[src/hw/rtl/bpff_pkg.sv]
`timescale 1ns / 1ps
// ----------------------------------------------------------------------------
// bpff_pkg
// Shared types and constants for the buffer pool first-fit cache: request and
// result words, the entry word and the entry memory write port.
// ----------------------------------------------------------------------------
package bpff_pkg;

    localparam int MAX_ENTRIES = 16;
    localparam int ENTRY_DEPTH = MAX_ENTRIES + 1;
    localparam int CNT_W       = 5;
    localparam int HANDLE_W    = 16;
    localparam int LENGTH_W    = 32;

    localparam logic FUNC_GET = 1'b0;
    localparam logic FUNC_PUT = 1'b1;

    typedef struct packed {
        logic                func;
        logic [LENGTH_W-1:0] request_size;
        logic [HANDLE_W-1:0] buffer_handle;
        logic [LENGTH_W-1:0] buffer_length;
    } t_req;

    typedef struct packed {
        logic                hit;
        logic [HANDLE_W-1:0] found_handle;
        logic [LENGTH_W-1:0] found_length;
        logic                evicted;
        logic [HANDLE_W-1:0] evicted_handle;
        logic [CNT_W-1:0]    entry_count;
    } t_res;

    typedef struct packed {
        logic [HANDLE_W-1:0] handle;
        logic [LENGTH_W-1:0] length;
    } t_entry;

    typedef struct packed {
        logic             en;
        logic [CNT_W-1:0] addr;
        t_entry           data;
    } t_mem_wr;

endpackage

[src/hw/rtl/buffer_pool_first_fit_cache_unit.sv]
`timescale 1ns / 1ps
// ----------------------------------------------------------------------------
// buffer_pool_first_fit_cache_unit
// Ordered buffer cache, newest first: get takes the first entry long enough,
// put inserts at the front and evicts the oldest entry past capacity.
// ----------------------------------------------------------------------------
// A request is taken when start is high and busy is low; its single result
// word appears on o_res for one cycle with o_done, and must be taken then.
// The entries live in a single-port-write memory and a sequencer moves one
// entry per cycle through one length comparator. A get on an empty row
// answers a miss straight from idle; a get scans from the front and, on a
// hit before the last entry, closes the gap behind the entry it took; a put
// shifts every entry back by one and then inserts at the front. The result
// word is registered after the last step, and busy drops in the cycle that
// it appears. Capacity writes are taken at any time while idle.
// ----------------------------------------------------------------------------
module buffer_pool_first_fit_cache_unit (
    input  logic                        i_clk,
    input  logic                        i_rst_n,
    input  logic                        start,
    output logic                        busy,
    input  bpff_pkg::t_req              i_req,
    output logic                        o_done,
    output bpff_pkg::t_res              o_res,
    input  logic                        i_cfg_valid,
    output logic                        o_cfg_ready,
    input  logic [bpff_pkg::CNT_W-1:0]  i_cfg_data
);

    localparam logic [bpff_pkg::CNT_W-1:0] CntMax = bpff_pkg::CNT_W'(bpff_pkg::MAX_ENTRIES);
    localparam logic [bpff_pkg::CNT_W-1:0] One    = bpff_pkg::CNT_W'(1);
    localparam logic [bpff_pkg::CNT_W-1:0] Two    = bpff_pkg::CNT_W'(2);

    typedef enum logic [2:0] {
        S_IDLE,
        S_SCAN,
        S_GSHIFT,
        S_PSHIFT,
        S_PINS
    } t_state;

    t_state                         r_state;
    logic [bpff_pkg::CNT_W-1:0]     r_cnt;
    logic [bpff_pkg::CNT_W-1:0]     r_cap;
    logic [bpff_pkg::CNT_W-1:0]     r_idx;
    bpff_pkg::t_req                 r_req;
    bpff_pkg::t_entry               r_found;
    logic [bpff_pkg::HANDLE_W-1:0]  r_ev_handle;
    logic                           r_done;
    bpff_pkg::t_res                 r_res;

    bpff_pkg::t_mem_wr              mem_wr;
    logic [bpff_pkg::CNT_W-1:0]     rd_addr;
    bpff_pkg::t_entry               rd_data;

    logic [bpff_pkg::CNT_W-1:0]     cap_eff;
    logic                           fits;
    logic                           scan_last;
    logic                           gshift_last;
    logic                           fin_valid;
    bpff_pkg::t_res                 fin_res;

    bpff_entry_mem u_mem (
        .i_clk     (i_clk),
        .i_wr      (mem_wr),
        .i_rd_addr (rd_addr),
        .o_rd_data (rd_data)
    );

    assign busy        = (r_state != S_IDLE);
    assign o_cfg_ready = 1'b1;
    assign o_done      = r_done;
    assign o_res       = r_res;

    assign cap_eff     = (r_cap > CntMax) ? CntMax : r_cap;
    assign fits        = (rd_data.length >= r_req.request_size);
    assign scan_last   = (r_idx == r_cnt - One);
    assign gshift_last = (r_idx + Two == r_cnt);

    // read address for the next cycle's entry
    always_comb begin
        rd_addr = '0;
        unique case (r_state)
            S_IDLE: begin
                if (i_req.func == bpff_pkg::FUNC_PUT && r_cnt != '0) begin
                    rd_addr = r_cnt - One;
                end
            end
            S_SCAN:   rd_addr = r_idx + One;
            S_GSHIFT: rd_addr = r_idx + Two;
            S_PSHIFT: begin
                if (r_idx >= Two) begin
                    rd_addr = r_idx - Two;
                end
            end
            S_PINS:   rd_addr = '0;
            default:  rd_addr = '0;
        endcase
    end

    always_comb begin
        mem_wr.en   = 1'b0;
        mem_wr.addr = r_idx;
        mem_wr.data = rd_data;
        unique case (r_state)
            S_GSHIFT, S_PSHIFT: begin
                mem_wr.en = 1'b1;
            end
            S_PINS: begin
                mem_wr.en          = 1'b1;
                mem_wr.addr        = '0;
                mem_wr.data.handle = r_req.buffer_handle;
                mem_wr.data.length = r_req.buffer_length;
            end
            default: begin
                mem_wr.en = 1'b0;
            end
        endcase
    end

    // result word of the finishing step
    always_comb begin
        fin_valid           = 1'b0;
        fin_res             = '0;
        fin_res.entry_count = r_cnt;
        unique case (r_state)
            S_IDLE: begin
                fin_valid = start && (i_req.func == bpff_pkg::FUNC_GET) && (r_cnt == '0);
            end
            S_SCAN: begin
                if (scan_last) begin
                    fin_valid = 1'b1;
                    if (fits) begin
                        fin_res.hit          = 1'b1;
                        fin_res.found_handle = rd_data.handle;
                        fin_res.found_length = rd_data.length;
                        fin_res.entry_count  = r_cnt - One;
                    end
                end
            end
            S_GSHIFT: begin
                if (gshift_last) begin
                    fin_valid            = 1'b1;
                    fin_res.hit          = 1'b1;
                    fin_res.found_handle = r_found.handle;
                    fin_res.found_length = r_found.length;
                    fin_res.entry_count  = r_cnt - One;
                end
            end
            S_PINS: begin
                fin_valid = 1'b1;
                if (r_cnt + One > cap_eff) begin
                    fin_res.evicted        = 1'b1;
                    fin_res.evicted_handle = (r_cnt == '0) ? r_req.buffer_handle
                                                           : r_ev_handle;
                end else begin
                    fin_res.entry_count = r_cnt + One;
                end
            end
            default: begin
                fin_valid = 1'b0;
            end
        endcase
    end

    always_ff @(posedge i_clk) begin
        if (!i_rst_n) begin
            r_state <= S_IDLE;
            r_cnt   <= '0;
            r_cap   <= CntMax;
            r_done  <= 1'b0;
        end else begin
            r_done <= fin_valid;
            if (fin_valid) begin
                r_res <= fin_res;
                r_cnt <= fin_res.entry_count;
            end
            if (i_cfg_valid) begin
                r_cap <= i_cfg_data;
            end
            unique case (r_state)
                S_IDLE: begin
                    if (start) begin
                        r_req <= i_req;
                        if (i_req.func == bpff_pkg::FUNC_PUT) begin
                            r_idx   <= r_cnt;
                            r_state <= (r_cnt == '0) ? S_PINS : S_PSHIFT;
                        end else begin
                            r_idx   <= '0;
                            r_state <= (r_cnt == '0) ? S_IDLE : S_SCAN;
                        end
                    end
                end
                S_SCAN: begin
                    if (fits) begin
                        r_found <= rd_data;
                        // read of the next entry is already out: close the gap
                        r_state <= scan_last ? S_IDLE : S_GSHIFT;
                    end else if (scan_last) begin
                        r_state <= S_IDLE;
                    end else begin
                        r_idx <= r_idx + One;
                    end
                end
                S_GSHIFT: begin
                    if (gshift_last) begin
                        r_state <= S_IDLE;
                    end else begin
                        r_idx <= r_idx + One;
                    end
                end
                S_PSHIFT: begin
                    // first word moved is the oldest entry: hold it for eviction
                    if (r_idx == r_cnt) begin
                        r_ev_handle <= rd_data.handle;
                    end
                    if (r_idx == One) begin
                        r_state <= S_PINS;
                    end else begin
                        r_idx <= r_idx - One;
                    end
                end
                S_PINS: begin
                    r_state <= S_IDLE;
                end
                default: begin
                    r_state <= S_IDLE;
                end
            endcase
        end
    end

endmodule

[src/hw/rtl/bpff_entry_mem.sv]
`timescale 1ns / 1ps
// ----------------------------------------------------------------------------
// bpff_entry_mem
// Entry row storage: one write port, one read port with registered data.
// ----------------------------------------------------------------------------
module bpff_entry_mem (
    input  logic                        i_clk,
    input  bpff_pkg::t_mem_wr           i_wr,
    input  logic [bpff_pkg::CNT_W-1:0]  i_rd_addr,
    output bpff_pkg::t_entry            o_rd_data
);

    bpff_pkg::t_entry r_mem [bpff_pkg::ENTRY_DEPTH];

    always_ff @(posedge i_clk) begin
        if (i_wr.en) begin
            r_mem[i_wr.addr] <= i_wr.data;
        end
        o_rd_data <= r_mem[i_rd_addr];
    end

endmodule
[config.mk]
export PLATFORM = sky130hd
export DESIGN_NAME = buffer_pool_first_fit_cache_unit
export DESIGN_NICKNAME = d
export VERILOG_FILES = /design/src/hw/rtl/bpff_pkg.sv /design/src/hw/rtl/buffer_pool_first_fit_cache_unit.sv /design/src/hw/rtl/bpff_entry_mem.sv
export SDC_FILE = /design/constraint.sdc
export NUM_CORES = 1
export LEC_CHECK = 0
export BUFFER_PORTS_ARGS = -buffer_cell sky130_fd_sc_hd__clkbuf_2
export CAP_MARGIN = 10
export CORE_MARGIN = 1
export CORE_UTILIZATION = 35
export CTS_CLUSTER_DIAMETER = 200
export DETAILED_ROUTE_END_ITERATION = 8
export PLACE_DENSITY = 0.62
export RECOVER_POWER = 50
export SLEW_MARGIN = 10
export SYNTH_ARGS = -nofsm -noshare
export SYNTH_HDL_FRONTEND = slang
export SYNTH_SLANG_ARGS = --single-unit
[constraint.sdc]
create_clock -name i_clk -period 38.4 [get_ports i_clk]
set_clock_uncertainty 0.2 [all_clocks]
set_input_delay 11.52 -clock i_clk [delete_from_list [all_inputs] [get_ports i_clk]]
set_output_delay 11.52 -clock i_clk [all_outputs]
set_load 0.1 [all_outputs]
==> results of run 1 <==
## layer usage
metal / part of all wire / GRT usage
met4: 0.025 / 0.0521
met3: 0.062 / 0.0259
met1: 0.46 / 0.242
met5: 0.000093 / 0
met2: 0.46 / 0.262
## power groups by stage
| stage | Sequential (mW) | Clock [mW] | Combinational (mW) |
|---|---|---|---|
| floorplan | 1.76 | 0 | 0.959 |
| global placement | 1.73 | 0 | 1.40 |
| detailed placement | 1.73 | 0 | 1.42 |
| CTS | 1.70 | 1.09 | 1.43 |
| global route | 1.71 | 1.13 | 1.54 |
| finish | 1.70 | 1.06 | 1.42 |
## cells by family (layout without fill, tap and decap cells)
logic type | Yosys count | in the layout | synth area share
DFF | 1098 | 1098 | 0.746
and+or+nand+nor | 746 | 746 | 0.0748
adders and majority gates | 47 | 47 | 0.0136
AOI/OAI and AO/OA | 420 | 420 | 0.0738
buffers and inverters | 208 | 457 | 0.0240
other | 1 | 1 | 0.0000865
xor gates and xnor gates | 25 | 25 | 0.00505
muxes | 269 | 269 | 0.0622
## cell usage after synthesis, drive strengths merged, types with 3 or more instances
master / count / area, um^2
nand3: 65 / 330
ha: 47 / 588
nand4: 49 / 307
nor2b: 7 / 43.8
o211ai: 48 / 365
o2111ai: 44 / 392
a311oi: 4 / 35.0
and2: 3 / 18.8
nand2b: 11 / 68.8
a32o: 6 / 60.1
o21ai: 14 / 70.1
clkbuf: 64 / 240
o31a: 3 / 26.3
a211o: 5 / 43.8
a2bb2oi: 41 / 422
or3: 6 / 37.5
a31o: 3 / 26.3
nor2: 52 / 198
a31oi: 9 / 56.3
edfxtp: 1036 / 31100
nand2: 499 / 1880
nor3: 17 / 95.1
nor3b: 3 / 22.5
a21oi: 96 / 480
mux2i: 268 / 2680
inv: 46 / 173
a22o: 47 / 412
o22a: 5 / 43.8
a32oi: 4 / 42.6
dfxtp: 62 / 1240
a22oi: 58 / 435
xnor2: 13 / 114
nor4b: 3 / 26.3
buf: 98 / 629
and3: 22 / 138
a2111oi: 6 / 71.3
a211oi: 9 / 67.6
xor2: 12 / 105
## flip-flops by register name (all words and copies together) (netlist names)
| signal | count |
|---|---|
| r_idx | 5 |
| r_state | 3 |
| u_mem.r_mem | 816 |
| r_cnt | 5 |
| u_mem.o_rd_data | 48 |
| r_ev_handle | 16 |
| o_res | 71 |
| r_req | 80 |
| r_found | 48 |
| r_cap | 5 |
| o_done | 1 |
## cell type report
class | instances | area share
inverters | 46 | 0.00349
well taps | 1625 | 0.0411
clock inverters | 52 | 0.0123
flip-flops and latches | 1098 | 0.654
multi-input cells | 1508 | 0.205
repair buffers | 206 | 0.0229
clock buffers | 153 | 0.0608
## worst paths after layout
check | end | start | slack [ps] | cells past startpoint
hold reg to reg | u_mem.o_rd_data[6]$_DFF_P_ | u_mem.r_mem[16][6]$_DFFE_PP_ | 270 | 2
setup reg to reg | u_mem.r_mem[4][32]$_DFFE_PP_ | r_state[0]$_SDFFE_PN0P_ | 30590 | 6
setup / recovery | u_mem.o_rd_data[21]$_DFF_P_ | i_req[80] | 23020 | 10
hold / removal | u_mem.o_rd_data[6]$_DFF_P_ | u_mem.r_mem[16][6]$_DFFE_PP_ | 270 | 2
## stage by stage
stage	cell area [um^2]	setup slack (ps)	total power, mW	instances	util
floorplan	43300	17630	2.72	2814	-
global placement	45900	22340	3.12	4483	0.375
global route	49500	22820	4.39	4688	0.404
CTS	49500	23010	4.22	4688	0.405
finish	49500	23020	4.19	4688	0.404
detailed placement	45900	22280	3.15	4483	0.375
## worst reg2reg max path, cell delays in order (launching register included)
cell	delay (ps)
sky130_fd_sc_hd__dfxtp_1	880
sky130_fd_sc_hd__nor2_1	330
sky130_fd_sc_hd__nand2_2	140
sky130_fd_sc_hd__clkbuf_1	3020
sky130_fd_sc_hd__nand3_1	1020
sky130_fd_sc_hd__nor2_4	1240
sky130_fd_sc_hd__buf_4	620
==> impl_metrics.json, run 1 <==
{
  "mostFrequentLayoutCell": "sky130_fd_sc_hd__edfxtp_1",
  "cp_slowest_stage_delay_ps": 870,
  "timing.max_cap.violations": 8,
  "placementRows": 128,
  "overflow": 0,
  "slew_viol_final": 351,
  "clock_power_share": 0.254,
  "post_route_setup_tns_ps": 0,
  "ys.flop_type": "sky130_fd_sc_hd__edfxtp_1",
  "drt_iter0_markers": 1848,
  "crit_path_end_kind": "flop",
  "total_leakage_power_nw": 17.0,
  "comb_power_share": 0.339,
  "n_antenna_cell": 0,
  "max-slew-margin-rel": -1.90,
  "synth_edf_count": 1036,
  "max-clock-path-buffers": 3,
  "io_pins": 164,
  "worstSetupStartpointType": "input pin",
  "drive_gt1_frac": 0.135,
  "holdWs_ps": 268,
  "final_hold_viol_count": 0,
  "timing.critical_path.slowest_stage_cell": "sky130_fd_sc_hd__buf_4",
  "die_h_um": 354,
  "ctsResizeCount": 0,
  "p_sw_mw": 1.54,
  "count_of_hold_fix_buffers_inserted_at_cts": 0,
  "critical_path_required_ps": 38780,
  "regArea_mm2": 0.0324,
  "clk_root_buffer_cell": "sky130_fd_sc_hd__clkbuf_16",
  "power_per_cell_area_mw_per_mm2": 84.7,
  "htreeDepth": 3,
  "post_cts_setup_bufs": 0,
  "power.internal_mw": 2.65,
  "groute.usage.overall": 0.168,
  "sinks_on_the_clock_net": 1098,
  "p_sw_frac": 0.367,
  "failed_checks": "capacitance limit, slew limit",
  "arrival_ps": 15760,
  "min_period_ps": 15380,
  "drt-wirelength-per-cell_um": 22.8,
  "grt_setup_unrepaired": "no",
  "initial_utilization": 0.354,
  "max_freq_mhz": 65.0,
  "yosysWarnings": 0,
  "synth_seq_area_share": 0.746,
  "clock_tree_from_tritoncts": "built",
  "io_buffers": 162,
  "worst_hold_path_type": "flop to flop",
  "vias": 24235,
  "netlist_area_mm2": 0.0433,
  "grt_pass1_vias": 23754,
  "post_detailed_route_via_to_cell_ratio": 5.17,
  "result_of_the_run": "finished with violations",
  "drt_pass1_iterations": 6,
  "synth_nets": 2951,
  "antenna_found_initial": 1,
  "num-fill-cells": 11152,
  "wire_length_of_the_first_global_routing_pass_um": 157000,
  "design.final.nets": 3105,
  "totalWireLength_um": 107000,
  "ys_async_sr_fraction": 0,
  "worst_skew_pair.late_latency_ps": 690,
  "worst_setup_hold_path_clk_slew_ps": 60,
  "synth.ff_latch_count": 1098,
  "finalSetupViolations": 0,
  "ys_types": 75,
  "die_area_mm2": 0.125,
  "timing.critical_path.max_delay_family": "buffers and inverters",
  "max-vdd-ir-drop_mv": 0.0960,
  "synthToLayoutAreaGrowth_pct": 14.1,
  "postRouteAntennaNets": 0,
  "tritoncts.num_buffers": 108,
  "post_synth_inst_count": 2814,
  "design.core.area_mm2": 0.122,
  "path_cells": "clkbuf_2 > or4b_1 > o32a_1 > nand2b_4 > buf_12 > buf_4 > mux2i_1 > a22oi_1 > a32o_1 > a211o_1",
  "routabilityCongestion": 0.808,
  "synthesis.area_per_instance_um2": 15.4,
  "period_share": 0.401,
  "multi_input_area_mm2": 0.0102,
  "floorplan.die.width_um": 354,
  "final_cell_mix": "1036 x sky130_fd_sc_hd__edfxtp_1, 496 x sky130_fd_sc_hd__nand2_1, 268 x sky130_fd_sc_hd__mux2i_1",
  "timing.critical_path.buf_inv": 3,
  "drc": 0,
  "grt_start_max_net_pins": 161,
  "worstMarginPinSlew_ps": 4350,
  "dp_hpwl_um": 57400,
  "seq_power_share": 0.407,
  "worstPathMaxFanout": 141,
  "timing_worst_setup_path_type": "input pin to flop"
}
Note: power is estimated with default switching activity, not from simulation.
==> run 2, diff against run 1 <==
Settings changed: PLACE_DENSITY 0.62 to 0.64.
Clock period 38.4 ns to 13.17 ns, I/O delays scaled along.
==> run 2 against run 1 <==
Global-route usage is 0.42 points higher. Routed wire length is 3.4% higher. The flow still finishes with violations (capacitance limit, slew limit). Core utilization is 0.10 points lower. Clock power grew to 2.8 times the previous value. Sequential power grew to 2.9 times the previous value. Total power grew to 2.9 times the previous value.
==> impl_metrics.json, run 2 (synthesis results as in run 1) <==
{
  "die_area_mm2": 0.125,
  "timing.max_cap.violations": 7,
  "grt_pass1_vias": 23729,
  "placementRows": 128,
  "synthToLayoutAreaGrowth_pct": 13.8,
  "max-vdd-ir-drop_mv": 0.203,
  "grt_start_max_net_pins": 76,
  "holdWs_ps": 261,
  "dp_hpwl_um": 58900,
  "timing.final.ws_setup_ps": 5360,
  "post_detailed_route_via_to_cell_ratio": 5.26,
  "registers.top_by_ff_count": "u_mem.r_mem",
  "max-slew-margin-rel": -2.12,
  "detailedPlace.worstSlack_ps": 4650,
  "pnr_total_power_mw": 12.2,
  "routabilityCongestion": 0.808,
  "worstPathMaxFanout": 38,
  "multi_input_area_mm2": 0.0102,
  "worst_hold_path_type": "flop to flop",
  "failed_checks": "capacitance limit, slew limit",
  "result_of_the_run": "finished with violations",
  "floorplan.die.width_um": 354,
  "mostFrequentLayoutCell": "sky130_fd_sc_hd__edfxtp_1",
  "slew_viol_final": 257,
  "design.final.nets": 3109,
  "fin_area_mm2": 0.0493,
  "sinks_on_the_clock_net": 1098,
  "drt_pass1_iterations": 6,
  "drt-wirelength-per-cell_um": 23.6,
  "crit_path_end_kind": "flop",
  "io_buffers": 162,
  "largest_reg_flops": 816,
  "wire_length_of_the_first_global_routing_pass_um": 160000,
  "max_freq_mhz": 128,
  "count_of_hold_fix_buffers_inserted_at_cts": 0,
  "worstHoldPathCells": 2,
  "final_cell_mix": "1036 x sky130_fd_sc_hd__edfxtp_1, 496 x sky130_fd_sc_hd__nand2_1, 268 x sky130_fd_sc_hd__mux2i_1",
  "tritoncts.num_buffers": 108,
  "groute.usage.overall": 0.173,
  "post-place-cells": 4487,
  "drt_iter0_markers": 2307,
  "worstSetupStartpointType": "input pin",
  "layout.core_utilization": 0.403,
  "grt_setup_unrepaired": "no",
  "min_period_ps": 7810,
  "critical_path_required_ps": 13550,
  "ctsResizeCount": 0,
  "overflow": 0,
  "worstMarginPinSlew_ps": 4680,
  "power_per_cell_area_mw_per_mm2": 246,
  "die_h_um": 354,
  "io_pins": 164,
  "num-fill-cells": 11100,
  "drive_gt1_frac": 0.133,
  "antenna_found_initial": 11,
  "arrival_ps": 8190,
  "worst_skew_pair.late_latency_ps": 700,
  "post_cts_setup_bufs": 0,
  "totalWireLength_um": 111000,
  "vias": 24674,
  "drc": 0,
  "design.core.area_mm2": 0.122,
  "place_area_mm2": 0.0459,
  "timing_worst_setup_path_type": "input pin to flop",
  "regArea_mm2": 0.0324,
  "htreeDepth": 3,
  "clock_tree_from_tritoncts": "built",
  "finalSetupViolations": 0,
  "postRouteAntennaNets": 0,
  "initial_utilization": 0.354,
  "worst-r2r-cell-count": 5,
  "post_route_setup_tns_ps": 0,
  "layout.cells.non_filler": 4689,
  "period_share": 0.593,
  "final_hold_viol_count": 0,
  "clk_root_buffer_cell": "sky130_fd_sc_hd__clkbuf_16",
  "max-clock-path-buffers": 3,
  "total_leakage_power_nw": 16.9,
  "worst_setup_hold_path_clk_slew_ps": 60
}
[run 2: cell types whose count changed in the layout (fill, tap and decap cells not counted), moves of 3 or more]
cell	change
sky130_fd_sc_hd__buf_4	+8
sky130_fd_sc_hd__bufinv_16	-6
sky130_fd_sc_hd__clkbuf_1	+4
sky130_fd_sc_hd__clkbuf_2	-4
sky130_fd_sc_hd__clkbuf_8	+6
sky130_fd_sc_hd__clkinv_1	+3
sky130_fd_sc_hd__clkinv_2	-6
sky130_fd_sc_hd__clkinv_4	-3
[run 2: per-layer routing]
layer | global-route usage | share of wire
met5 | 0 | 0.00077
met4 | 0.0528 | 0.025
met2 | 0.271 | 0.46
met1 | 0.241 | 0.44
met3 | 0.0352 | 0.079
[run 2: worst max-delay path, cell delays in order]
cell and delay [ps]:
sky130_fd_sc_hd__clkbuf_2 160, sky130_fd_sc_hd__nor4b_1 470, sky130_fd_sc_hd__a32o_1 440, sky130_fd_sc_hd__or3_2 460, sky130_fd_sc_hd__buf_4 650, sky130_fd_sc_hd__nand3_2 870, sky130_fd_sc_hd__buf_4 590, sky130_fd_sc_hd__o22a_1 260
sky130_fd_sc_hd__a211o_1 270
[run 2: final timing paths]
path / startpoint / endpoint / slack (ps)
worst max-delay path: i_req[80] / u_mem.o_rd_data[43]$_DFF_P_ / 5360
worst min-delay path: u_mem.r_mem[16][14]$_DFFE_PP_ / u_mem.o_rd_data[14]$_DFF_P_ / 260
worst max register to register: r_state[0]$_SDFFE_PN0P_ / u_mem.r_mem[1][27]$_DFFE_PP_ / 6370
worst min register to register: u_mem.r_mem[16][14]$_DFFE_PP_ / u_mem.o_rd_data[14]$_DFF_P_ / 260
[run 2: area by class of cell]
cell class              instances  area share
flip-flops and latches       1098       0.656
diodes                          2    0.000101
inverters                      46     0.00350
well taps                    1625      0.0412
multi-input cells            1508       0.207
clock inverters                40     0.00763
repair buffers                210      0.0231
clock buffers                 160      0.0622
[run 2: power breakdown]
part           switching, mW  internal [mW]  leakage [nW]
Clock                   1.29           1.70          1.68
Combinational           2.97           1.21          5.30
Sequential             0.272           4.71          9.93
